[src/design/ffsa_pkg.sv]
// Shared types and constants for the first-fit segment allocator.
// No dependencies.
package ffsa_pkg;

  localparam int POOL_BYTES   = 4096;
  localparam int MAX_SEGMENTS = 16;

  localparam int IDX_W  = $clog2(MAX_SEGMENTS);
  localparam int CNT_W  = $clog2(MAX_SEGMENTS + 1);
  localparam int START_W = $clog2(POOL_BYTES);
  localparam int LEN_W  = $clog2(POOL_BYTES + 1);
  localparam int SIZE_W = 13;
  localparam int OFS_W  = 12;

  localparam logic KIND_ALLOC   = 1'b0;
  localparam logic KIND_RELEASE = 1'b1;

  typedef enum logic [1:0] {
    ST_OK         = 2'd0,
    ST_NO_SPACE   = 2'd1,
    ST_BAD_OFFSET = 2'd2,
    ST_TABLE_FULL = 2'd3
  } status_t;

  typedef struct packed {
    logic              kind;
    logic [SIZE_W-1:0] request_size;
    logic [OFS_W-1:0]  release_offset;
  } ffsa_req_t;

  typedef struct packed {
    logic [OFS_W-1:0] grant_offset;
    status_t          status;
  } ffsa_rsp_t;

  typedef struct packed {
    logic [START_W-1:0] start;
    logic [LEN_W-1:0]   len;
    logic               used;
  } seg_t;

  localparam int SEG_W = $bits(seg_t);

  typedef enum logic [3:0] {
    S_INIT,
    S_IDLE,
    S_SCAN,
    S_SHIFT,
    S_INS,
    S_MARK,
    S_REL_NX,
    S_REL_SH,
    S_FIN
  } ffsa_state_t;

endpackage

[src/design/ffsa_ram.sv]
// Generic simple dual-port RAM, one write and one registered read port.
// No dependencies.
module ffsa_ram #(
  parameter int WIDTH = 8,
  parameter int DEPTH = 16
) (
  input  logic                     clk,
  input  logic                     we,
  input  logic [$clog2(DEPTH)-1:0] waddr,
  input  logic [WIDTH-1:0]         wdata,
  input  logic [$clog2(DEPTH)-1:0] raddr,
  output logic [WIDTH-1:0]         rdata
);

  logic [WIDTH-1:0] mem [DEPTH];

  always_ff @(posedge clk) begin
    if (we) begin
      mem[waddr] <= wdata;
    end
    rdata <= mem[raddr];
  end

endmodule

[src/design/ffsa_ctrl.sv]
// Request sequencer: scans, shifts and merges the segment table held in RAM.
// Depends on ffsa_pkg.
module ffsa_ctrl (
  input  logic                    clk,
  input  logic                    rst_n,
  input  logic                    in_valid,
  output logic                    in_stall,
  input  ffsa_pkg::ffsa_req_t     in_data,
  input  logic                    res_ready,
  output logic                    res_valid,
  output ffsa_pkg::ffsa_rsp_t     res_data,
  output logic                    we,
  output logic [ffsa_pkg::IDX_W-1:0] waddr,
  output ffsa_pkg::seg_t          wdata,
  output logic [ffsa_pkg::IDX_W-1:0] raddr,
  input  ffsa_pkg::seg_t          rdata
);
  import ffsa_pkg::*;

  ffsa_state_t state_r, state_nxt;
  logic [CNT_W-1:0] cnt_r, cnt_nxt;
  logic [CNT_W-1:0] idx_r, idx_nxt;
  logic [CNT_W-1:0] j_r, j_nxt;
  logic [CNT_W-1:0] dst_r, dst_nxt;
  logic [1:0]       n_r, n_nxt;
  seg_t             cur_r, cur_nxt;
  seg_t             prev_r, prev_nxt;
  ffsa_req_t        req_r, req_nxt;
  ffsa_rsp_t        rsp_r, rsp_nxt;

  logic             hit;
  logic [LEN_W-1:0] size_l;
  logic [LEN_W-1:0] rest;
  logic             merge_l, merge_r;
  logic [CNT_W-1:0] base;
  logic [CNT_W-1:0] src;
  logic [1:0]       n_c;
  logic [LEN_W-1:0] sum_len;

  assign size_l = LEN_W'(req_r.request_size);
  assign rest   = rdata.len - size_l;

  always_comb begin
    if (req_r.kind == KIND_ALLOC) begin
      hit = !rdata.used && (32'(rdata.len) >= 32'(req_r.request_size));
    end else begin
      hit = rdata.used && (32'(rdata.start) == 32'(req_r.release_offset));
    end
  end

  assign merge_l = (idx_r != '0) && !prev_r.used;
  assign merge_r = ((idx_r + 1'b1) < cnt_r) && !rdata.used;
  assign base    = merge_l ? idx_r - 1'b1 : idx_r;
  assign n_c     = 2'(merge_l) + 2'(merge_r);
  assign src     = base + 1'b1 + CNT_W'(n_c);
  assign sum_len = (merge_l ? prev_r.len : '0) + cur_r.len + (merge_r ? rdata.len : '0);

  always_ff @(posedge clk) begin
    if (!rst_n) begin
      state_r <= S_INIT;
      cnt_r   <= CNT_W'(1);
    end else begin
      state_r <= state_nxt;
      cnt_r   <= cnt_nxt;
    end
    idx_r  <= idx_nxt;
    j_r    <= j_nxt;
    dst_r  <= dst_nxt;
    n_r    <= n_nxt;
    cur_r  <= cur_nxt;
    prev_r <= prev_nxt;
    req_r  <= req_nxt;
    rsp_r  <= rsp_nxt;
  end

  always_comb begin
    state_nxt = state_r;
    cnt_nxt   = cnt_r;
    idx_nxt   = idx_r;
    j_nxt     = j_r;
    dst_nxt   = dst_r;
    n_nxt     = n_r;
    cur_nxt   = cur_r;
    prev_nxt  = prev_r;
    req_nxt   = req_r;
    rsp_nxt   = rsp_r;
    in_stall  = 1'b1;
    res_valid = 1'b0;
    we        = 1'b0;
    waddr     = idx_r[IDX_W-1:0];
    wdata     = rdata;
    raddr     = IDX_W'(idx_r + 1'b1);

    case (state_r)
      S_INIT: begin
        we        = 1'b1;
        waddr     = '0;
        wdata     = '{start: '0, len: LEN_W'(POOL_BYTES), used: 1'b0};
        state_nxt = S_IDLE;
      end
      S_IDLE: begin
        in_stall = 1'b0;
        raddr    = '0;
        if (in_valid) begin
          req_nxt = in_data;
          idx_nxt = '0;
          rsp_nxt = '{grant_offset: '0, status: ST_NO_SPACE};
          if (in_data.kind == KIND_ALLOC && in_data.request_size == '0) begin
            state_nxt = S_FIN;
          end else begin
            state_nxt = S_SCAN;
          end
        end
      end
      S_SCAN: begin
        if (hit) begin
          cur_nxt = rdata;
          if (req_r.kind == KIND_RELEASE) begin
            state_nxt = S_REL_NX;
          end else if (rest == '0) begin
            state_nxt = S_MARK;
          end else if (cnt_r == CNT_W'(MAX_SEGMENTS)) begin
            rsp_nxt   = '{grant_offset: '0, status: ST_TABLE_FULL};
            state_nxt = S_FIN;
          end else if (cnt_r - 1'b1 >= idx_r + 1'b1) begin
            j_nxt     = cnt_r - 1'b1;
            raddr     = IDX_W'(cnt_r - 1'b1);
            state_nxt = S_SHIFT;
          end else begin
            state_nxt = S_INS;
          end
        end else begin
          prev_nxt = rdata;
          if (idx_r + 1'b1 >= cnt_r) begin
            rsp_nxt = '{grant_offset: '0,
                        status: (req_r.kind == KIND_ALLOC) ? ST_NO_SPACE : ST_BAD_OFFSET};
            state_nxt = S_FIN;
          end else begin
            idx_nxt = idx_r + 1'b1;
          end
        end
      end
      S_SHIFT: begin
        we    = 1'b1;
        waddr = IDX_W'(j_r + 1'b1);
        wdata = rdata;
        raddr = IDX_W'(j_r - 1'b1);
        if (j_r > idx_r + 1'b1) begin
          j_nxt = j_r - 1'b1;
        end else begin
          state_nxt = S_INS;
        end
      end
      S_INS: begin
        we        = 1'b1;
        waddr     = IDX_W'(idx_r + 1'b1);
        wdata     = '{start: START_W'(cur_r.start + req_r.request_size),
                      len: cur_r.len - size_l, used: 1'b0};
        cnt_nxt   = cnt_r + 1'b1;
        state_nxt = S_MARK;
      end
      S_MARK: begin
        we        = 1'b1;
        waddr     = idx_r[IDX_W-1:0];
        wdata     = '{start: cur_r.start, len: size_l, used: 1'b1};
        rsp_nxt   = '{grant_offset: OFS_W'(cur_r.start), status: ST_OK};
        state_nxt = S_FIN;
      end
      S_REL_NX: begin
        we      = 1'b1;
        waddr   = base[IDX_W-1:0];
        wdata   = '{start: merge_l ? prev_r.start : cur_r.start, len: sum_len, used: 1'b0};
        rsp_nxt = '{grant_offset: '0, status: ST_OK};
        n_nxt   = n_c;
        raddr   = IDX_W'(src);
        if (n_c != '0 && src < cnt_r) begin
          j_nxt     = src;
          dst_nxt   = base + 1'b1;
          state_nxt = S_REL_SH;
        end else begin
          cnt_nxt   = cnt_r - CNT_W'(n_c);
          state_nxt = S_FIN;
        end
      end
      S_REL_SH: begin
        we      = 1'b1;
        waddr   = dst_r[IDX_W-1:0];
        wdata   = rdata;
        raddr   = IDX_W'(j_r + 1'b1);
        j_nxt   = j_r + 1'b1;
        dst_nxt = dst_r + 1'b1;
        if (j_r + 1'b1 >= cnt_r) begin
          cnt_nxt   = cnt_r - CNT_W'(n_r);
          state_nxt = S_FIN;
        end
      end
      S_FIN: begin
        if (res_ready) begin
          res_valid = 1'b1;
          state_nxt = S_IDLE;
        end
      end
      default: begin
        state_nxt = S_IDLE;
      end
    endcase
  end

  assign res_data = rsp_r;

`ifndef NO_ASSERTIONS
  a_cnt_range: assert property (@(posedge clk) disable iff (!rst_n)
    cnt_r != '0 && cnt_r <= CNT_W'(MAX_SEGMENTS))
    else $error("segment count out of range");
  a_scan_bound: assert property (@(posedge clk) disable iff (!rst_n)
    state_r == S_SCAN |-> idx_r < cnt_r)
    else $error("scan beyond table");
  a_res_once: assert property (@(posedge clk) disable iff (!rst_n)
    res_valid |=> !res_valid)
    else $error("duplicate result");
  a_grow_full: assert property (@(posedge clk) disable iff (!rst_n)
    state_r == S_INS |-> cnt_r < CNT_W'(MAX_SEGMENTS))
    else $error("insert into full table");
`endif

endmodule

[src/design/first_fit_segment_allocator.sv]
// Top level of the first-fit segment allocator: sequencer, table RAM, result register.
// Depends on ffsa_pkg, ffsa_ram and ffsa_ctrl.
// One request at a time. An allocation scans the table one entry per cycle until
// the first fitting free segment, then shifts later entries up one per cycle to
// open a slot for the remainder; a release scans to the segment, merges with its
// free neighbors and shifts later entries down one per cycle. A result waits in the
// sequencer while out_stall holds the result register full; the table RAM has a single
// read and a single write port. After reset the S_INIT state initializes the table
// before the first request is taken.
module first_fit_segment_allocator (
  input  logic                clk,
  input  logic                rst_n,
  input  logic                in_valid,
  output logic                in_stall,
  input  ffsa_pkg::ffsa_req_t in_data,
  output logic                out_valid,
  input  logic                out_stall,
  output ffsa_pkg::ffsa_rsp_t out_data
);
  import ffsa_pkg::*;

  logic             res_ready, res_valid;
  ffsa_rsp_t        res_data;
  logic             we;
  logic [IDX_W-1:0] waddr, raddr;
  seg_t             wdata, rdata;
  logic [SEG_W-1:0] rdata_raw;
  logic             out_valid_r;
  ffsa_rsp_t        out_data_r;

  assign res_ready = !out_valid_r || !out_stall;
  assign rdata     = seg_t'(rdata_raw);

  ffsa_ctrl u_ctrl (
    .clk       (clk),
    .rst_n     (rst_n),
    .in_valid  (in_valid),
    .in_stall  (in_stall),
    .in_data   (in_data),
    .res_ready (res_ready),
    .res_valid (res_valid),
    .res_data  (res_data),
    .we        (we),
    .waddr     (waddr),
    .wdata     (wdata),
    .raddr     (raddr),
    .rdata     (rdata)
  );

  ffsa_ram #(
    .WIDTH (SEG_W),
    .DEPTH (MAX_SEGMENTS)
  ) u_table (
    .clk   (clk),
    .we    (we),
    .waddr (waddr),
    .wdata (SEG_W'(wdata)),
    .raddr (raddr),
    .rdata (rdata_raw)
  );

  always_ff @(posedge clk) begin
    if (!rst_n) begin
      out_valid_r <= 1'b0;
    end else if (res_valid) begin
      out_valid_r <= 1'b1;
    end else if (!out_stall) begin
      out_valid_r <= 1'b0;
    end
    if (res_valid) begin
      out_data_r <= res_data;
    end
  end

  assign out_valid = out_valid_r;
  assign out_data  = out_data_r;

endmodule

[config.mk]
export PLATFORM = sky130hd
export DESIGN_NAME = first_fit_segment_allocator
export DESIGN_NICKNAME = d
export VERILOG_FILES = /design/src/design/ffsa_pkg.sv /design/src/design/ffsa_ram.sv /design/src/design/ffsa_ctrl.sv /design/src/design/first_fit_segment_allocator.sv
export SDC_FILE = /design/constraint.sdc
export NUM_CORES = 1
export LEC_CHECK = 0
export BUFFER_PORTS_ARGS = -buffer_cell sky130_fd_sc_hd__buf_4
export CORE_MARGIN = 2
export CORE_UTILIZATION = 38
export CTS_CLUSTER_DIAMETER = 150
export DETAILED_ROUTE_END_ITERATION = 10
export GPL_TIMING_DRIVEN = 0
export PLACE_DENSITY = 0.55
export SETUP_SLACK_MARGIN = 0.3
export SLEW_MARGIN = 0
export SYNTH_ARGS = -nofsm -noshare
export SYNTH_HDL_FRONTEND = slang
export SYNTH_HIERARCHICAL = 1
export SYNTH_SLANG_ARGS = --single-unit
[constraint.sdc]
create_clock -name clk -period 8.1 [get_ports clk]
set_input_delay 0 -clock clk [delete_from_list [all_inputs] [get_ports clk]]
set_output_delay 0 -clock clk [all_outputs]
set_load 0.02 [all_outputs]
## Word level (Yosys, flattened, before mapping)

Memory sizes are Yosys's and may differ from the RTL's. A register that Yosys moved wholly into a read port is not among the register bits.
Cells that the tools add are included.

- Bits in registers: 132
- Latch bits: 0
- Bits in writable memories: 416
- Memory bits (read-only): 0
- Word-level logic and storage cells: 165
- Memories kept: 1

- $add $sub $neg: 17
- Multiply operators: 0
- Divide/modulo/power cells: 0
- Order comparisons: 7
- Equal/unequal tests: 29
- Shifts and indexed selects: 0
- Muxes and demuxes: 59
- Bitwise gates (word level): 2
- Reductions and logical operators: 31

Memory list:

| memory | depth | width | rd ports | clocked after Yosys merged registers in | wr ports | line | source |
|---|---|---|---|---|---|---|---|
| u_table.mem | 16 | 26 | 1 | 1 | 1 | ffsa_ram.sv:15 | `logic [WIDTH-1:0] mem [DEPTH];` |

Operators by type and width:

| kind | number |
|---|---|
| case mux 26 bit (4 select lines) | 1 |
| two-way mux 14 bit | 6 |
| two-way mux 5 bit | 14 |
| two-way mux 4 bit | 16 |
| case mux 14 bit (4 select lines) | 1 |
| case mux 4 bit (5 select lines) | 2 |
| case mux 4 bit (8 select lines) | 1 |
| adder 13 bit | 2 |
| zero test 13 bit | 2 |
| two-way mux 13 bit | 2 |
| subtractor 13 bit | 2 |
| adder 5 x 1 -> 5 bit (second input constant) | 5 |
| case mux 5 bit (2 select lines) | 2 |
| case mux 5 bit (4 select lines) | 1 |
| inequality test 2 bit (second input constant) | 9 |
| == test 4 x 3 -> 1 bit (second input constant) | 4 |
| greater-or-equal comparator 5 bit | 3 |
| case mux 5 bit (3 select lines) | 1 |
| subtractor 5 x 1 -> 5 bit (second input constant) | 3 |
| greater-or-equal comparator 13 bit | 1 |
| adder 12 bit | 1 |
| == test 12 bit | 1 |
| two-way mux 12 bit | 1 |
| inequality test 2 x 1 -> 1 bit (second input constant) | 6 |
| other kinds (30) | 58 |

## Logic depth before layout (Yosys ltp)

- Depth in word-level cells: 9
- Depth in mapped cells: 24
- Depth with buffers taken out: 23

## Modules after synthesis

The synthesis kept the hierarchy.

Modules (own cells, without submodules):

| module | times used | cells each | area an instance (um2) | sequential area each (um2) |
|---|---|---|---|---|
| ffsa_ram | 1 | 686 | 16377.0 | 13012.5 |
| ffsa_ctrl | 1 | 931 | 9135.0 | 3393.3 |
| first_fit_segment_allocator | 1 | 18 | 455.4 | 440.4 |

## Least setup slack after synthesis

Ideal clock, no wire load.

- Path type: flip-flop to flip-flop
- Start point: reg u_ctrl.idx_r[0]
- End point: mem u_table/mem[0][12] (netlist name) (data pin)
- Library setup time: 355 ps
- Arrival time: 5158 ps
- Data required time: 7745 ps
- Path slack: 2587 ps
- Cell stages (with the launch flop): 21
- Clock period less this slack: 5513 ps
- Path through: edfxtp_1 -> clkbuf_1 -> inv_1 -> ha_1 -> ha_1 -> nand2b_1 -> a21oi_1 -> nor4_1 -> clkbuf_1 -> and2_1 -> fa_1 -> ha_1 -> fa_1 -> a21o_1 -> a21oi_1 -> o21bai_1 -> a2111oi_0 -> o31ai_1 -> xor2_1 -> a222oi_1 -> nand3_1

RTL lines:

| what | line | source |
|---|---|---|
| start, declared | ffsa_ctrl.sv:22 | `logic [CNT_W-1:0] idx_r, idx_nxt;` |
| start signal, assigned | ffsa_ctrl.sv:66 | `idx_r <= idx_nxt;` |
| end, declared | ffsa_ram.sv:15 |  |

==> flow_summary.yaml <==
min_path:
  min_from: "in_data[6]"
  min_to: "u_ctrl/req_r[6]"
  hold_class: "in2reg"
  worstHoldPathCells: 2
place:
  post-place-ws_ns: 0.6409
  place_congestion: 0.9292
  dp_hpwl_um: 48100
  portBuffers: 45
power:
  power.density_mw_per_mm2: 239.6
  power.total_w: 0.007272
  p_leak_nw: 10.66
  ir_drop_mv: 0.1597
finish:
  final_cell_mix: "537 x edfxtp_1, 90 x nand2_1, 89 x ha_1, 69 x nor2_1, 68 x mux4_2"
  fin_nets: 1944
  areaGrowthSynthToFinish_pct: 16.89
  fillers: 5904
  num_antenna_cells: 0
  drive_gt1_share_pct: 16.80
  layout_commonest_cell: "edfxtp_1"
global_routing:
  overflow: 0
  grt_usage_pct: 19.18
  grt_pass1_vias: 15810
  grt_max_degree: 28
  antenna_found_initial: 0
  grt_pass1_wl_um: 100300
cts:
  cts_buffers: 59
  cts_max_path_buffers: 3
  ctsResizeCount: 0
  cts_tree: "built"
  cts-htree-levels: 2
  cts_hold_buf: 29
  root_buffer: "clkbuf_16"
  cts_setup_buffers: 0
  cts_sinks: 573
  insertion_delay_ns: 0.63
  clk_pin_slew_ns: 0.06
sta:
  finalWorstSetupSlack_ns: 0.7327
  post-route-period-util_pct: 90.95
  setup_viol: 0
  timing.hold.ws_ns: 0.08916
  layout_min_cycle_time_ns: 7.367
  finalHoldViolations: 0
  grt_setup_unrepaired: "false"
  slew_headroom_pct: 15.38
  slew_violations: 0
  worst_pin_slew_ns: 1.269
  clock.fmax_mhz: 135.7
  clock-skew-final_ns: 0.02141
floorplanning:
  io_pins: 46
  die_area_mm2: 0.07044
  start_util_pct: 38.53
  die_x_um: 265.4
  dieHeight_um: 265.4
  num_rows: 95
  coreArea_mm2: 0.06740
worst_setup_path:
  start_kind: "flop"
  r2r-end: "u_table/mem[15][12]"
  reg2reg_slack_ns: 0.73
  r2r_cells: 21
  crit_path_end_kind: "flop"
  required_ns: 8.26
  crit_type: "reg2reg"
  worstPathArrival_ns: 7.53
  crit-reg2reg-launch: "u_ctrl/idx_r[1]"
  crit_fanout: 16
  crit_path_start: "u_ctrl/idx_r[1]"
synthesis:
  ys_warn_count: 6
  postSynthCellCount: 1635
  syn_nets: 1770
  yosysSeqAreaShare_pct: 64.87
  synth-async-reset-ratio_pct: 0
  synth_edf_count: 537
  netlist-cell-type-count: 78
  syn_area_mm2: 0.02597
  ys_ff_latch: 573
  synth_ff_type: "edfxtp_1"
  avgSynthCellArea_um2: 15.88
drt:
  met2_length_um: 32210
  drc: 0
  dr_wl_met3_um: 3577
  drt-met1-wl_um: 29160
  dr_total_vias: 15350
  firstDrtPassIters: 6
  drtIter0Drc: 1548
  postRouteAntennaNets: 0
  highest_layer: "met4"
  viasPerCell: 5.624
  wl_um: 67170
  wl_per_cell_um: 24.61
status:
  status: "completed"
flow_run:
  maxCapViolations: 0
## metal layers
metal	GRT usage, %	vias up
met5	0	-
met4	6.749	0
met3	2.527	126
met2	31.68	511
met1	26.14	7821
li1	-	6896
## Yosys cell counts (all sizes together) (3+ instances only)
cell type  number  area [um2]
nor3b           6       50.05
o221ai          4       35.03
buf            30       262.7
mux2i          10       100.1
o21ai          58       290.3
nor2           82       307.8
o2111ai         7       61.31
a21oi          43       219.0
inv            55       206.5
o21bai          6       45.04
xor2           23       201.4
or4             3       26.27
nand3b          5       37.54
a21o           16       120.1
fa             16       320.3
o21a           10       75.07
a22oi          57       427.9
o22ai           3       18.77
nor4            8       62.56
a311o           3       30.03
and3           21       136.4
nor3           32       160.2
ha             89        1114
nand4           7       43.79
a31oi          10       62.56
nand3          26       130.1
a222oi         14       140.1
clkbuf         35       132.6
a221oi         12       105.1
o31ai           8       60.06
mux4          104        2477
o211ai          9       67.56
nor2b          14       87.58
xnor2          45       394.1
dfxtp          36       720.7
edfxtp        537       16130
and2           30       188.9
a211oi         12       95.09
nand2b          9       56.30
a221o           4       40.04
nand2          90       337.8
a21boi          4       30.03
or3            16       100.1
## critical path, stage by stage (launching register included)
cell and delay (ns):
edfxtp_1 0.50, ha_1 0.29, nand3_1 0.13, xor2_1 0.56
inv_1 0.11, ha_1 0.30, nor2b_1 0.15, nor4_2 0.20
buf_4 0.21, clkbuf_1 0.68, and2_1 0.24, fa_1 0.43
ha_1 0.27, fa_1 0.41, a21o_1 0.19, a21oi_1 0.21
o21bai_1 0.11, a2111oi_0 0.66, o31ai_1 0.22, xor2_1 0.18
a222oi_1 0.23, nand3_1 0.57
## through the flow
step                      TNS, ns  std cells  util, %  instance area, um2
after floorplan                 0       1635        -               25970
after global placement     -5.557       2553    40.65               27400
after detailed placement        0       2592    41.70               28100
after CTS                       0       2730    45.01               30340
after global routing            0       2730    45.04               30350
final                           0       2730    45.04               30350
## cells by family after synthesis
group,synth area share [%]
flops,64.87
simple gates,6.842
compound gates,8.182
buf+inv,2.318
mux,9.969
fa+ha+maj,5.522
xor+xnor,2.294
## worst max-delay path by stage
stage	to	slack [ns]
final	u_table/mem[15][12]	0.73
after global routing	u_table/mem[15][12]	0.36
after CTS	u_table/mem[5][10]	0.60
after detailed placement	u_table/mem[5][10]	0.64
after global placement	u_table/mem[6][10]	-0.20
after floorplan	u_table/mem[0][12]	2.59
## sequential cells by signal, indices dropped and copies added (netlist names), 13 cells and up
signal / cells
out_data: 14
u_ctrl/req_r: 13
u_table/rdata: 26
u_ctrl/cur_r: 25
u_ctrl/res_data: 14
u_table/mem: 416
u_ctrl/size_l: 13
u_ctrl/prev_r: 26
## cell type report
cell class / count / area (um2) / share of cell area, %
sequential: 573 / 16850 / 55.50
multi-input combinational: 942 / 8688 / 28.62
clock buffer: 73 / 1570 / 5.173
timing repair buffer: 113 / 1184 / 3.899
tap: 873 / 1092 / 3.599
buffer: 65 / 395.4 / 1.303
clock inverter: 36 / 371.6 / 1.224
inverter: 55 / 206.4 / 0.6801
## power by group
| part | switching (W) | leakage [nW] | internal, W | total (W) |
|---|---|---|---|---|
| registers | 0.0000812 | 5.25 | 0.00344 | 0.00352 |
| clock network | 0.00114 | 0.948 | 0.00157 | 0.00271 |
| logic | 0.000624 | 4.47 | 0.000416 | 0.00104 |
Power figures use the tool's default switching activity.
